File: config.mk
export PLATFORM = sky130hd
export DESIGN_NAME = sliding_window_sender
export DESIGN_NICKNAME = d
export VERILOG_FILES = /design/src/rtl/swsnd_pkg.sv /design/src/rtl/sliding_window_sender.sv /design/src/rtl/swsnd_front.sv /design/src/rtl/swsnd_queue.sv /design/src/rtl/swsnd_back.sv
export SDC_FILE = /design/constraint.sdc
export NUM_CORES = 1
export LEC_CHECK = 0
export ABC_AREA = 0
export BUFFER_PORTS_ARGS = -buffer_cell sky130_fd_sc_hd__buf_2
export CAP_MARGIN = 20
export CORE_MARGIN = 1.5
export CORE_UTILIZATION = 50
export CTS_CLUSTER_SIZE = 40
export DETAILED_ROUTE_END_ITERATION = 10
export PLACE_DENSITY = 0.67
export SKIP_CTS_REPAIR_TIMING = 1
export SLEW_MARGIN = 40
export SYNTH_ARGS = -nofsm -noshare
export SYNTH_HDL_FRONTEND = slang
export SYNTH_SLANG_ARGS = --single-unit
File: constraint.sdc
create_clock -name clk -period 9.4 [get_ports clk]
set_clock_uncertainty 0.1 [all_clocks]
set_input_delay 1.41 -clock clk [delete_from_list [all_inputs] [get_ports clk]]
set_output_delay 1.41 -clock clk [all_outputs]
set_load 0.1 [all_outputs]
File: src/rtl/swsnd_pkg.sv
// Package for the sliding window sender: types, register indexes, reset values
// and the command descriptor that passes from the front end to the back end.
// No dependencies.
package swsnd_pkg;

	localparam int WINDOW_MAX_DEF = 32;

	localparam logic [5:0]  WINDOW_SIZE_RST = 6'd1;
	localparam logic [31:0] CHUNK_COUNT_RST = 32'd0;
	localparam logic [31:0] START_SEQ_RST   = 32'd0;
	localparam logic [15:0] TIMEOUT_RST     = 16'd500;
	localparam logic [15:0] ELAPSED_MAX     = 16'hFFFF;
	localparam logic [1:0]  ACK_TYPE_ACK    = 2'd3;

	typedef enum logic [1:0] {
		REQ_TICK  = 2'd0,
		REQ_BEGIN = 2'd1,
		REQ_ACK   = 2'd2,
		REQ_NONE  = 2'd3
	} req_t;

	typedef enum logic [1:0] {
		PKT_START = 2'd0,
		PKT_CLOSE = 2'd1,
		PKT_DATA  = 2'd2
	} pkt_t;

	typedef enum logic [2:0] {
		PH_IDLE  = 3'd0,
		PH_START = 3'd1,
		PH_DATA  = 3'd2,
		PH_CLOSE = 3'd3,
		PH_DONE  = 3'd4
	} phase_t;

	typedef enum logic [2:0] {
		FS_IDLE  = 3'd0,
		FS_EXEC  = 3'd1,
		FS_SLIDE = 3'd2,
		FS_SERV  = 3'd3,
		FS_PUSH  = 3'd4
	} fstate_t;

	typedef enum logic [1:0] {
		CFG_WINDOW_SIZE = 2'd0,
		CFG_CHUNK_COUNT = 2'd1,
		CFG_START_SEQ   = 2'd2,
		CFG_TIMEOUT     = 2'd3
	} cfg_idx_t;

	typedef struct packed {
		logic        is_data;
		logic        finished;
		pkt_t        pkt_type;
		logic        send_valid;
		logic [31:0] seq;
	} desc_t;

	localparam int DESC_W = $bits(desc_t);

endpackage

File: src/rtl/sliding_window_sender.sv
// Go-back-N sliding window sender. The front end takes a new input word only once it is
// done with the last one, and waits while the descriptor queue is full. The back end
// takes one descriptor at a time and, on a data pass, scans the window slot by slot.
// An input word is registered, executed by the front end, queued as a descriptor and
// then issued by the back end onto the registered result stream. Reset clears all
// control state at once; no clearing pass is needed.
module sliding_window_sender import swsnd_pkg::*; #(
	parameter int WINDOW_MAX = WINDOW_MAX_DEF
) (
	input  logic        clk,
	input  logic        arst_n,
	input  logic        s_tvalid,
	output logic        s_tready,
	input  logic [39:0] s_tdata,   // ack_type [1:0], ack_seq [33:2], zero pad [39:34]
	input  logic [1:0]  s_tuser,   // req_type [1:0]
	output logic        m_tvalid,
	input  logic        m_tready,
	output logic [31:0] m_tdata,   // pkt_seq [31:0]
	output logic [3:0]  m_tuser,   // send_valid [0], pkt_type [2:1], finished [3]
	output logic        m_tlast,
	input  logic        cfg_valid,
	output logic        cfg_ready,
	input  logic [1:0]  cfg_index,
	input  logic [31:0] cfg_data
);

	localparam int QW = DESC_W + WINDOW_MAX;

	logic                  push_valid;
	logic                  push_ready;
	desc_t                 push_desc;
	logic [WINDOW_MAX-1:0] push_mask;
	logic                  pop_valid;
	logic                  pop_ready;
	logic [QW-1:0]         pop_data;
	desc_t                 pop_desc;
	logic [WINDOW_MAX-1:0] pop_mask;

	assign cfg_ready = 1'b1;
	assign pop_desc  = desc_t'(pop_data[DESC_W-1:0]);
	assign pop_mask  = pop_data[QW-1:DESC_W];

	swsnd_front #(
		.WINDOW_MAX(WINDOW_MAX)
	) u_front (
		.clk        (clk),
		.arst_n     (arst_n),
		.s_tvalid   (s_tvalid),
		.s_tready   (s_tready),
		.req_type   (s_tuser),
		.ack_type   (s_tdata[1:0]),
		.ack_seq    (s_tdata[33:2]),
		.cfg_valid  (cfg_valid),
		.cfg_index  (cfg_index),
		.cfg_data   (cfg_data),
		.push_valid (push_valid),
		.push_ready (push_ready),
		.push_desc  (push_desc),
		.push_mask  (push_mask)
	);

	swsnd_queue #(
		.DW(QW)
	) u_queue (
		.clk        (clk),
		.arst_n     (arst_n),
		.push_valid (push_valid),
		.push_ready (push_ready),
		.push_data  ({push_mask, push_desc}),
		.pop_valid  (pop_valid),
		.pop_ready  (pop_ready),
		.pop_data   (pop_data)
	);

	swsnd_back #(
		.WINDOW_MAX(WINDOW_MAX)
	) u_back (
		.clk       (clk),
		.arst_n    (arst_n),
		.pop_valid (pop_valid),
		.pop_ready (pop_ready),
		.pop_desc  (pop_desc),
		.pop_mask  (pop_mask),
		.m_tvalid  (m_tvalid),
		.m_tready  (m_tready),
		.m_tdata   (m_tdata),
		.m_tuser   (m_tuser),
		.m_tlast   (m_tlast)
	);

endmodule

File: src/rtl/swsnd_front.sv
// Front end of the sliding window sender: configuration registers, transfer
// state and the sequencer that turns each input word into at most one command descriptor.
// Depends on swsnd_pkg.
module swsnd_front import swsnd_pkg::*; #(
	parameter int WINDOW_MAX = WINDOW_MAX_DEF,
	localparam int CW = $clog2(WINDOW_MAX + 1)
) (
	input  logic                  clk,
	input  logic                  arst_n,
	input  logic                  s_tvalid,
	output logic                  s_tready,
	input  logic [1:0]            req_type,
	input  logic [1:0]            ack_type,
	input  logic [31:0]           ack_seq,
	input  logic                  cfg_valid,
	input  logic [1:0]            cfg_index,
	input  logic [31:0]           cfg_data,
	output logic                  push_valid,
	input  logic                  push_ready,
	output desc_t                 push_desc,
	output logic [WINDOW_MAX-1:0] push_mask
);

	localparam logic [6:0] WM7 = 7'(WINDOW_MAX);

	logic [5:0]  win_size_q;
	logic [31:0] chunk_count_q;
	logic [31:0] start_seq_q;
	logic [15:0] timeout_q;

	fstate_t                fstate_q, fstate_d;
	phase_t                 phase_q, phase_d;
	logic [31:0]            base_q, base_d;
	logic [WINDOW_MAX-1:0]  sent_q, sent_d;
	logic                   resend_q, resend_d;
	logic [15:0]            elapsed_q, elapsed_d;
	logic [CW-1:0]          shift_q, shift_d;
	logic [CW-1:0]          cnt_q;
	desc_t                  pend_q, pend_d;
	req_t                   req_q;
	logic [1:0]             atype_q;
	logic [31:0]            aseq_q;

	logic [6:0]             ws_ext;
	logic [CW-1:0]          eff_win;
	logic [31:0]            left;
	logic [CW-1:0]          cur_cnt;
	logic [WINDOW_MAX-1:0]  low_mask;
	logic [WINDOW_MAX-1:0]  send_mask;
	logic                   at_end;
	logic [15:0]            limit;
	logic [15:0]            el_inc;
	logic                   expired;
	logic [31:0]            diff;
	logic                   ack_match;

	always_ff @(posedge clk or negedge arst_n) begin
		if (!arst_n) begin
			win_size_q    <= WINDOW_SIZE_RST;
			chunk_count_q <= CHUNK_COUNT_RST;
			start_seq_q   <= START_SEQ_RST;
			timeout_q     <= TIMEOUT_RST;
		end else if (cfg_valid) begin
			case (cfg_idx_t'(cfg_index))
				CFG_WINDOW_SIZE: win_size_q    <= cfg_data[5:0];
				CFG_CHUNK_COUNT: chunk_count_q <= cfg_data;
				CFG_START_SEQ:   start_seq_q   <= cfg_data;
				CFG_TIMEOUT:     timeout_q     <= cfg_data[15:0];
				default: ;
			endcase
		end
	end

	always_comb begin
		ws_ext = {1'b0, win_size_q};
		if (ws_ext == 7'd0) begin
			eff_win = CW'(1);
		end else if (ws_ext > WM7) begin
			eff_win = CW'(WINDOW_MAX);
		end else begin
			eff_win = CW'(ws_ext);
		end
		left   = chunk_count_q - base_q;
		at_end = (base_q >= chunk_count_q);
		if (at_end) begin
			cur_cnt = '0;
		end else if (left < 32'(eff_win)) begin
			cur_cnt = CW'(left);
		end else begin
			cur_cnt = eff_win;
		end
		for (int k = 0; k < WINDOW_MAX; k++) begin
			low_mask[k] = (CW'(k) < cur_cnt);
		end
		send_mask = low_mask & (~sent_q | {WINDOW_MAX{resend_q}});
		limit     = (timeout_q == 16'd0) ? 16'd1 : timeout_q;
		el_inc    = (elapsed_q == ELAPSED_MAX) ? elapsed_q : elapsed_q + 16'd1;
		expired   = (el_inc >= limit);
		diff      = aseq_q - base_q;
		ack_match = (atype_q == ACK_TYPE_ACK) && (aseq_q == start_seq_q);
	end

	always_comb begin
		fstate_d   = fstate_q;
		phase_d    = phase_q;
		base_d     = base_q;
		sent_d     = sent_q;
		resend_d   = resend_q;
		elapsed_d  = elapsed_q;
		shift_d    = shift_q;
		pend_d     = pend_q;
		s_tready   = 1'b0;
		push_valid = 1'b0;
		push_desc  = pend_q;
		push_mask  = send_mask;
		case (fstate_q)
			FS_IDLE: begin
				s_tready = 1'b1;
				if (s_tvalid) begin
					fstate_d = FS_EXEC;
				end
			end
			FS_EXEC: begin
				fstate_d = FS_IDLE;
				pend_d   = '{is_data: 1'b0, finished: 1'b0, pkt_type: PKT_START,
					send_valid: 1'b1, seq: start_seq_q};
				case (req_q)
					REQ_BEGIN: begin
						phase_d   = PH_START;
						base_d    = '0;
						elapsed_d = '0;
						resend_d  = 1'b1;
						sent_d    = '0;
						fstate_d  = FS_PUSH;
					end
					REQ_TICK: begin
						if (phase_q == PH_DATA) begin
							elapsed_d = el_inc;
							if (expired) begin
								resend_d = 1'b1;
							end
							fstate_d = FS_SERV;
						end else if (phase_q == PH_START || phase_q == PH_CLOSE) begin
							if (expired) begin
								elapsed_d = '0;
								pend_d.pkt_type = (phase_q == PH_START) ? PKT_START : PKT_CLOSE;
								fstate_d  = FS_PUSH;
							end else begin
								elapsed_d = el_inc;
							end
						end
					end
					REQ_ACK: begin
						if (phase_q == PH_START) begin
							if (ack_match) begin
								phase_d   = PH_DATA;
								elapsed_d = '0;
								resend_d  = 1'b1;
								fstate_d  = FS_SERV;
							end
						end else if (phase_q == PH_CLOSE) begin
							if (ack_match) begin
								phase_d  = PH_DONE;
								pend_d   = '{is_data: 1'b0, finished: 1'b1, pkt_type: PKT_START,
									send_valid: 1'b0, seq: 32'd0};
								fstate_d = FS_PUSH;
							end
						end else if (phase_q == PH_DATA) begin
							resend_d = 1'b0;
							fstate_d = FS_SERV;
							if (atype_q == ACK_TYPE_ACK && aseq_q > base_q) begin
								shift_d   = (diff < 32'(cnt_q)) ? CW'(diff) : cnt_q;
								elapsed_d = '0;
								fstate_d  = FS_SLIDE;
							end
						end
					end
					default: ;
				endcase
			end
			FS_SLIDE: begin
				base_d   = base_q + 32'(shift_q);
				sent_d   = sent_q >> shift_q;
				fstate_d = FS_SERV;
			end
			FS_SERV: begin
				if (at_end) begin
					push_valid = 1'b1;
					push_desc  = '{is_data: 1'b0, finished: 1'b0, pkt_type: PKT_CLOSE,
						send_valid: 1'b1, seq: start_seq_q};
					if (push_ready) begin
						phase_d   = PH_CLOSE;
						elapsed_d = '0;
						fstate_d  = FS_IDLE;
					end
				end else if (send_mask == '0) begin
					fstate_d = FS_IDLE;
				end else begin
					push_valid = 1'b1;
					push_desc  = '{is_data: 1'b1, finished: 1'b0, pkt_type: PKT_DATA,
						send_valid: 1'b1, seq: base_q};
					if (push_ready) begin
						sent_d = sent_q | low_mask;
						if (resend_q) begin
							elapsed_d = '0;
							resend_d  = 1'b0;
						end
						fstate_d = FS_IDLE;
					end
				end
			end
			FS_PUSH: begin
				push_valid = 1'b1;
				if (push_ready) begin
					fstate_d = FS_IDLE;
				end
			end
			default: begin
				fstate_d = FS_IDLE;
			end
		endcase
	end

	always_ff @(posedge clk or negedge arst_n) begin
		if (!arst_n) begin
			fstate_q  <= FS_IDLE;
			phase_q   <= PH_IDLE;
			base_q    <= '0;
			sent_q    <= '0;
			resend_q  <= 1'b1;
			elapsed_q <= '0;
			shift_q   <= '0;
			cnt_q     <= '0;
		end else begin
			fstate_q  <= fstate_d;
			phase_q   <= phase_d;
			base_q    <= base_d;
			sent_q    <= sent_d;
			resend_q  <= resend_d;
			elapsed_q <= elapsed_d;
			shift_q   <= shift_d;
			cnt_q     <= cur_cnt;
		end
	end

	always_ff @(posedge clk) begin
		pend_q <= pend_d;
		if (s_tvalid && s_tready) begin
			req_q   <= req_t'(req_type);
			atype_q <= ack_type;
			aseq_q  <= ack_seq;
		end
	end

endmodule

File: src/rtl/swsnd_queue.sv
// Two-entry descriptor queue between the front and back ends of the sender.
// Depends on nothing but its width parameter.
module swsnd_queue #(
	parameter int DW = 8
) (
	input  logic          clk,
	input  logic          arst_n,
	input  logic          push_valid,
	output logic          push_ready,
	input  logic [DW-1:0] push_data,
	output logic          pop_valid,
	input  logic          pop_ready,
	output logic [DW-1:0] pop_data
);

	logic [DW-1:0] mem_q [2];
	logic          wr_ptr_q;
	logic          rd_ptr_q;
	logic [1:0]    count_q;
	logic          do_push;
	logic          do_pop;

	assign push_ready = (count_q != 2'd2);
	assign pop_valid  = (count_q != 2'd0);
	assign pop_data   = mem_q[rd_ptr_q];
	assign do_push    = push_valid && push_ready;
	assign do_pop     = pop_valid && pop_ready;

	always_ff @(posedge clk or negedge arst_n) begin
		if (!arst_n) begin
			wr_ptr_q <= 1'b0;
			rd_ptr_q <= 1'b0;
			count_q  <= 2'd0;
		end else begin
			if (do_push) begin
				wr_ptr_q <= ~wr_ptr_q;
			end
			if (do_pop) begin
				rd_ptr_q <= ~rd_ptr_q;
			end
			if (do_push && !do_pop) begin
				count_q <= count_q + 2'd1;
			end else if (do_pop && !do_push) begin
				count_q <= count_q - 2'd1;
			end
		end
	end

	always_ff @(posedge clk) begin
		if (do_push) begin
			mem_q[wr_ptr_q] <= push_data;
		end
	end

endmodule

File: src/rtl/swsnd_back.sv
// Back end of the sliding window sender: executes one descriptor at a time and
// drives the registered result stream, scanning a data pass one slot a cycle unless the result stream is stalled.
// Depends on swsnd_pkg.
module swsnd_back import swsnd_pkg::*; #(
	parameter int WINDOW_MAX = WINDOW_MAX_DEF,
	localparam int KW = (WINDOW_MAX > 1) ? $clog2(WINDOW_MAX) : 1
) (
	input  logic                  clk,
	input  logic                  arst_n,
	input  logic                  pop_valid,
	output logic                  pop_ready,
	input  desc_t                 pop_desc,
	input  logic [WINDOW_MAX-1:0] pop_mask,
	output logic                  m_tvalid,
	input  logic                  m_tready,
	output logic [31:0]           m_tdata,
	output logic [3:0]            m_tuser,
	output logic                  m_tlast
);

	logic                  busy_q;
	desc_t                 cur_q;
	logic [WINDOW_MAX-1:0] rem_q;
	logic [KW-1:0]         k_q;
	logic                  tvalid_q;
	logic [31:0]           tdata_q;
	logic [3:0]            tuser_q;
	logic                  tlast_q;

	logic                  can_load;
	logic [WINDOW_MAX-1:0] k_bit;
	logic [WINDOW_MAX-1:0] rem_rest;
	logic                  bit_set;
	logic                  emit;
	logic                  pop_fire;
	logic                  emit_last;

	assign can_load  = !tvalid_q || m_tready;
	assign k_bit     = WINDOW_MAX'(1) << k_q;
	assign rem_rest  = rem_q & ~k_bit;
	assign bit_set   = (rem_q & k_bit) != '0;
	assign emit      = busy_q && can_load && (!cur_q.is_data || bit_set);
	assign emit_last = !cur_q.is_data || (rem_rest == '0);
	assign pop_ready = !busy_q;
	assign pop_fire  = pop_valid && pop_ready;

	assign m_tvalid = tvalid_q;
	assign m_tdata  = tdata_q;
	assign m_tuser  = tuser_q;
	assign m_tlast  = tlast_q;

	always_ff @(posedge clk or negedge arst_n) begin
		if (!arst_n) begin
			busy_q   <= 1'b0;
			k_q      <= '0;
			tvalid_q <= 1'b0;
		end else begin
			if (pop_fire) begin
				busy_q <= 1'b1;
				k_q    <= '0;
			end else if (busy_q) begin
				if (!cur_q.is_data) begin
					if (can_load) begin
						busy_q <= 1'b0;
					end
				end else if (!bit_set || can_load) begin
					k_q <= k_q + KW'(1);
					if (bit_set && rem_rest == '0) begin
						busy_q <= 1'b0;
					end
				end
			end
			if (emit) begin
				tvalid_q <= 1'b1;
			end else if (m_tready) begin
				tvalid_q <= 1'b0;
			end
		end
	end

	always_ff @(posedge clk) begin
		if (pop_fire) begin
			cur_q <= pop_desc;
			rem_q <= pop_mask;
		end else if (emit) begin
			rem_q <= rem_rest;
		end
		if (emit) begin
			tdata_q <= cur_q.is_data ? cur_q.seq + 32'(k_q) : cur_q.seq;
			tuser_q <= {cur_q.finished, cur_q.pkt_type, cur_q.send_valid};
			tlast_q <= emit_last;
		end
	end

`ifndef SYNTHESIS
	a_pop_when_free: assert property (@(posedge clk) disable iff (!arst_n)
		pop_fire |-> !busy_q)
		else $error("descriptor taken while another is in progress");

	a_data_pass_nonempty: assert property (@(posedge clk) disable iff (!arst_n)
		(busy_q && cur_q.is_data) |-> (rem_q != '0))
		else $error("data pass active with no slot left to send");

	a_last_ends_pass: assert property (@(posedge clk) disable iff (!arst_n)
		(emit && emit_last) |=> !busy_q)
		else $error("back end still busy after the final word of a descriptor");

	a_emit_needs_room: assert property (@(posedge clk) disable iff (!arst_n)
		emit |-> (!tvalid_q || m_tready))
		else $error("result loaded over a word that has not been taken");
`endif

endmodule

# Yosys cells after proc, flatten, opt, wreduce, memory -nomap -nowiden
# Memory sizes are Yosys's and may differ from the RTL's.
# Index checks and enable logic that the tools add are counted.
word_totals:
  reg_bits: 375
  ramBits: 138
  inputBits: 81
  output_inout_bits: 40
  mem_count: 1
op_classes:
  n_addsub: 8
  n_lt_le_gt_ge: 38
  n_eq_ne: 35
  shifts: 2
  mux: 97
  bitwise_logic: 12
  reduce_logical: 51
mem_list:
  columns: ["name", "words", "width", "read_ports", "rd_ports_with_merged_regs", "write_ports", "line_no", "text"]
  rows:
  - ["u_queue.mem_q", 2, 69, 1, 0, 1, "swsnd_queue.sv:16", "logic [DW-1:0] mem_q [2];"]
op_table:
  columns: ["operator", "count"]
  rows:
  - ["two-way mux 32 bit", 8]
  - ["two-way mux 16 bit", 15]
  - ["two-way mux 37 bit", 3]
  - ["AND 32 bit", 3]
  - ["< comparator 5 x 6 -> 1 bit (first input constant)", 16]
  - ["case mux 32 bit (3 select lines)", 1]
  - ["two-way mux 35 bit", 2]
  - ["zero test 32 bit", 2]
  - ["< comparator 32 x 6 -> 1 bit", 2]
  - ["NOT 32 bit", 2]
  - ["OR 32 bit", 2]
  - ["case mux 32 bit (2 select lines)", 1]
  - ["subtractor 32 bit", 2]
  - ["two-way mux 3 bit", 17]
  - ["< comparator 4 x 6 -> 1 bit (first input constant)", 8]
  - ["case mux 16 bit (3 select lines)", 1]
  - ["two-way mux 36 bit", 1]
  - ["adder 32 x 5 -> 32 bit", 1]
  - ["adder 32 x 6 -> 32 bit", 1]
  - ["equality test 32 bit", 1]
  - ["greater-or-equal comparator 32 bit", 1]
  - ["greater-than comparator 32 bit", 1]
  - ["case mux 16 bit (2 select lines)", 1]
  - ["nonzero test 32 bit", 1]
  - ["49 further kinds", 150]

# Longest topological paths before layout
logic_depth:
  ltp_word: 17
  ltp_mapped: 29
  ltp_nobuf: 28

# Modules after synthesis
# A second synthesis with hierarchy kept.
hier_totals:
  hier_cells: 2909
  area_unflattened_um2: 30889.6
by_module_without_submodules:
  columns: ["mod", "n_inst", "cells_each", "area_per_inst_um2"]
  rows:
  - ["swsnd_front", 1, 2197, 19759.0]
  - ["swsnd_back", 1, 477, 5594.1]
  - ["swsnd_queue", 1, 233, 5525.3]
  - ["sliding_window_sender", 1, 2, 11.3]

# Least setup slack after synthesis
# OpenSTA, ideal clock, no wires.
synth_timing:
  path_kind: "reg-to-reg"
  from: "reg u_front.base_q[1]"
  to: "mem u_queue.mem_q[0][0] (netlist bit) (enable)"
  setup_ns: 0.494
  t_arrival_ns: 7.776
  required_ns: 8.806
  path_slack_ns: 1.030
  path_stages_with_launch: 22
  path_buffers: 0
  path_cell_list: "dfrtp_1 > inv_1 > fa_1 > a21o_1 > a211oi_1 > nor2_1 > ha_1 > a21o_1 > a21oi_1 > o2111ai_1 > nor4_1 > nand4_1 > a2111oi_2 > nand4b_1 > nor2_2 > mux2_2 > o221a_2 > o22ai_1 > nor4_4 > a31oi_4 > o21ai_2 > nor2_1"
synth_between:
  elab_chain_cells: 13
synth_lines:
  columns: ["item", "line_no", "text"]
  rows:
  - ["from (decl)", "swsnd_front.sv:33", "logic [31:0] base_q, base_d;"]
  - ["from (signal assigned)", "swsnd_front.sv:237", "base_q <= base_d;"]
  - ["subtractor 32 bit", "swsnd_front.sv:83", "left = chunk_count_q - base_q;"]
  - ["< comparator 32 x 6 -> 1 bit", "swsnd_front.sv:87", "end else if (left < 32'(eff_win)) begin"]
  - ["two-way mux 6 bit", "swsnd_front.sv:87", null]
  - ["two-way mux 6 bit", "swsnd_front.sv:85", "if (at_end) begin"]
  - ["< comparator 1 x 6 -> 1 bit (tied with other cells)", "swsnd_front.sv:93", "low_mask[k] = (CW'(k) < cur_cnt);"]
  - ["AND 32 bit", "swsnd_front.sv:95", "send_mask = low_mask & (~sent_q | {WINDOW_MAX{resend_q}});"]
  - ["zero test 32 bit", "swsnd_front.sv:196", "end else if (send_mask == '0) begin"]
  - ["two-way mux 1 bit", "swsnd_front.sv:196", null]
  - ["two-way mux 1 bit (*)", "swsnd_front.sv:187", "if (at_end) begin"]
  - ["case mux 1 bit (2 select lines) (*)", "swsnd_front.sv:116", "case (fstate_q)"]
  - ["logical AND 1 bit (*)", "swsnd_queue.sv:26", "assign do_push = push_valid && push_ready;"]
  - ["two-way mux 1 bit (*)", "swsnd_queue.sv:50", "if (do_push) begin"]
  - ["two-way mux 1 bit (not written as such) (*)", "swsnd_queue.sv:51", "mem_q[wr_ptr_q] <= push_data;"]
  - ["to (decl)", "swsnd_queue.sv:16", null]
# Mark *: on every way between the ends. The rest lies on a longest branch, timed or not.

==> run metrics <==
CP Cell Sequence inv_1 > ha_1 > nand2b_1 > nand2b_1 > a21o_1 > xnor2_1 > clkinv_1 > ha_1 > a21o_1 > a21oi_1 > o2111ai_1 > nor4_1 > nand4_1 > a2111oi_2 > and4b_2 > nand2_4 > o21ai_2 > a2111oi_0 > buf_4 > a2111o_1 > nor4_4 > nand2_2 > nand2_2 > o221a_2; largest net degree at the start of global routing 72; WL met2 38700 µm; xor/xnor cell area share of the yosys netlist 0.0325; adder-cell share of the synthesized area 0.0483; Setup-failing EPs final 0; dpl cells 3602; H-tree depth 2; Detail Route Antenna Nets 0; Slew HR 0.398; syn nets 3026; WL met3 7600 µm; Post-Synth Simple-Gate Area 0.142; Max Freq 123 MHz; slowest CP cell nand2_2; Post-Route M1 WL 39500 µm; Synth Area in Compound Gates 0.169; Num Clock Sinks 508; max incr delay on CP 0.61 ns; Routed WL 88600 µm; Levels on crit path 24; Placement Setup Slack 1.41 ns; nets 3079; worst hold path class reg2reg; Vias/cell 6.38; hold depth 0; Leak 12.4 nW; Clock transition at path regs 0.06 ns; Die W 248 µm; number of fill cells in the layout 5067; worst setup path class reg2reg; die area 0.0613 mm²; clk root buf clkbuf_16; dpl hpwl 66000 µm; largest family of logic cells by synthesized area compound AO/OA/AOI/OAI gates; critical path arrival 8.49 ns; R2R cell count 24; Startpoint Class flip-flop; I/O Buffers 113; top post-synthesis cells by area edfxtp_1, dfrtp_1, mux2_2; CP delay by family, top simple AND/OR/NAND/NOR gates; Final Cycle Share 0.863; failing checks DRC; max-slew violation count 0; pwr/cell area 318 mW/mm²; most numerous cell in the Yosys netlist edfxtp_1; Overall Global Routing Usage 0.288; Iter 0 DRT Violations 2247; Max-cap violations 0; TritonCTS clock tree built; Placed Area 0.0312 mm²; first-pass GRT wire length 135000 µm; Initial Util 0.506; fin worst setup slack 1.29 ns; synthesized area 0.0299 mm²; Post-synth EDFFs 312; Final Hold Viols 0; unique cell type count in the Yosys netlist 103; Mean Syn Cell Area 10.6 µm²; CTS Buf Count 54; layout cells sized above 1 0.165; Clock Latency Late Sink 0.63 ns; Area growth, synth to finish 10.3%; num rows 89; Async S/R FF share, synth 0.386; Synth Instances 2832; RSZ-0062 raised after global routing false; largest reg by FF count u_queue.mem_q; setup_tns 0 ns; filler-free cell count of the finished design 3703; initial antenna violation count 3; worst vdd ir 186 µV; CP Max Fanout 33; post-route design area 0.0330 mm²; worst slew pin tran 0.894 ns; First-pass DRT Iterations 10; Post-synth top cells edfxtp_1, nand2_1, dfrtp_1, nor2_1, a21oi_1; Req. time, crit path 9.77 ns; Min Hold Slack 0.319 ns; CORE AREA 0.0591 mm²; Yosys reg bits 508; Synth area leader edfxtp_1; CP bufs+invs 3; endpoint class of the critical path flip-flop; GPL Wtd Cong 0.970; via count 23600; prevailing post-synth register cell edfxtp_1; I/O pin count 121; Die H 248 µm; register area share after synthesis 0.477; uppermost layer routed met5; Yosys Warn Count 0; max reg flops 136; DR WL/cell 23.9 µm; mux contribution to synthesized area 0.0941; biggest regs u_queue.mem_q x136, u_back.cur_q x36, u_front.pend_q x35; clock buffer depth 3; share of the synthesized area in the top cell type 0.313; min Tclk post-route 8.11 ns; status complete, but fails checks; # DRC 14; grt total ovfl 0; vias in the first global route 22500
## layer usage
layer / vias up / GRT usage
met5: - / 0
met4: 2 / 0.0911
met3: 154 / 0.0513
met2: 1014 / 0.433
met1: 11700 / 0.421
li1: 10800 / -
## cells in the final DEF, fill, tap and decap left out, types with 39 or more instances in the layout
| master | instances |
|---|---|
| a211oi_1 | 46 |
| a21o_1 | 39 |
| a21oi_1 | 160 |
| and2_1 | 45 |
| buf_2 | 112 |
| clkbuf_16 | 54 |
| dfrtp_1 | 185 |
| edfxtp_1 | 312 |
| ha_1 | 109 |
| inv_1 | 120 |
| mux2_2 | 145 |
| mux2i_1 | 77 |
| nand2_1 | 212 |
| nand3_1 | 81 |
| nand4_1 | 42 |
| nor2_1 | 177 |
| nor3_1 | 73 |
| o211ai_1 | 39 |
| o21ai_0 | 148 |
| or3_1 | 46 |
| xnor2_1 | 75 |
## layout make-up
class | count | area [µm²] | area share
antenna | 1 | 2.50 | 0.0000758
sequential | 508 | 14300 | 0.433
clock buffer | 69 | 1450 | 0.0439
tap | 773 | 967 | 0.0293
multi-input combinational | 2052 | 14600 | 0.443
clock inverter | 31 | 367 | 0.0111
inverter | 126 | 475 | 0.0144
timing repair buffer | 143 | 820 | 0.0248
## logic make-up after synthesis
kind of cell / count (synthesis)
buf+inv: 272
flops: 508
xor+xnor: 111
other cells: 1
compound gates: 731
simple gates: 855
fa+ha+maj: 113
mux: 241
## through the flow
| stage | power (mW) | utilization |
|---|---|---|
| floorplan | 6.96 | - |
| global placement | 8.17 | 0.526 |
| detailed placement | 8.27 | 0.527 |
| CTS | 10.5 | 0.558 |
| global route | 11.1 | 0.558 |
| finish | 10.5 | 0.558 |
## power by group
part	internal [mW]	total (mW)	switching, mW
logic	1.50	4.53	3.03
clock network	1.26	2.18	0.922
registers	3.21	3.80	0.589
total	5.97	10.5	4.54
## final timing paths
| check | start | end | slack, ns |
|---|---|---|---|
| worst max register to register | u_front.base_q[1] | u_queue.mem_q[1][31] | 1.29 |
| min in group asynchronous | arst_n | u_front.chunk_count_q[17] | 0.69 |
| worst min register to register | u_back.cur_q[32] | u_back.m_tuser[0] | 0.32 |
| worst max-delay path | u_front.base_q[1] | u_queue.mem_q[1][31] | 1.29 |
| worst min-delay path | u_back.cur_q[32] | u_back.m_tuser[0] | 0.32 |
| max in group asynchronous | arst_n | u_queue.rd_ptr_q | 7.38 |
Power figures use the tool's default switching activity.
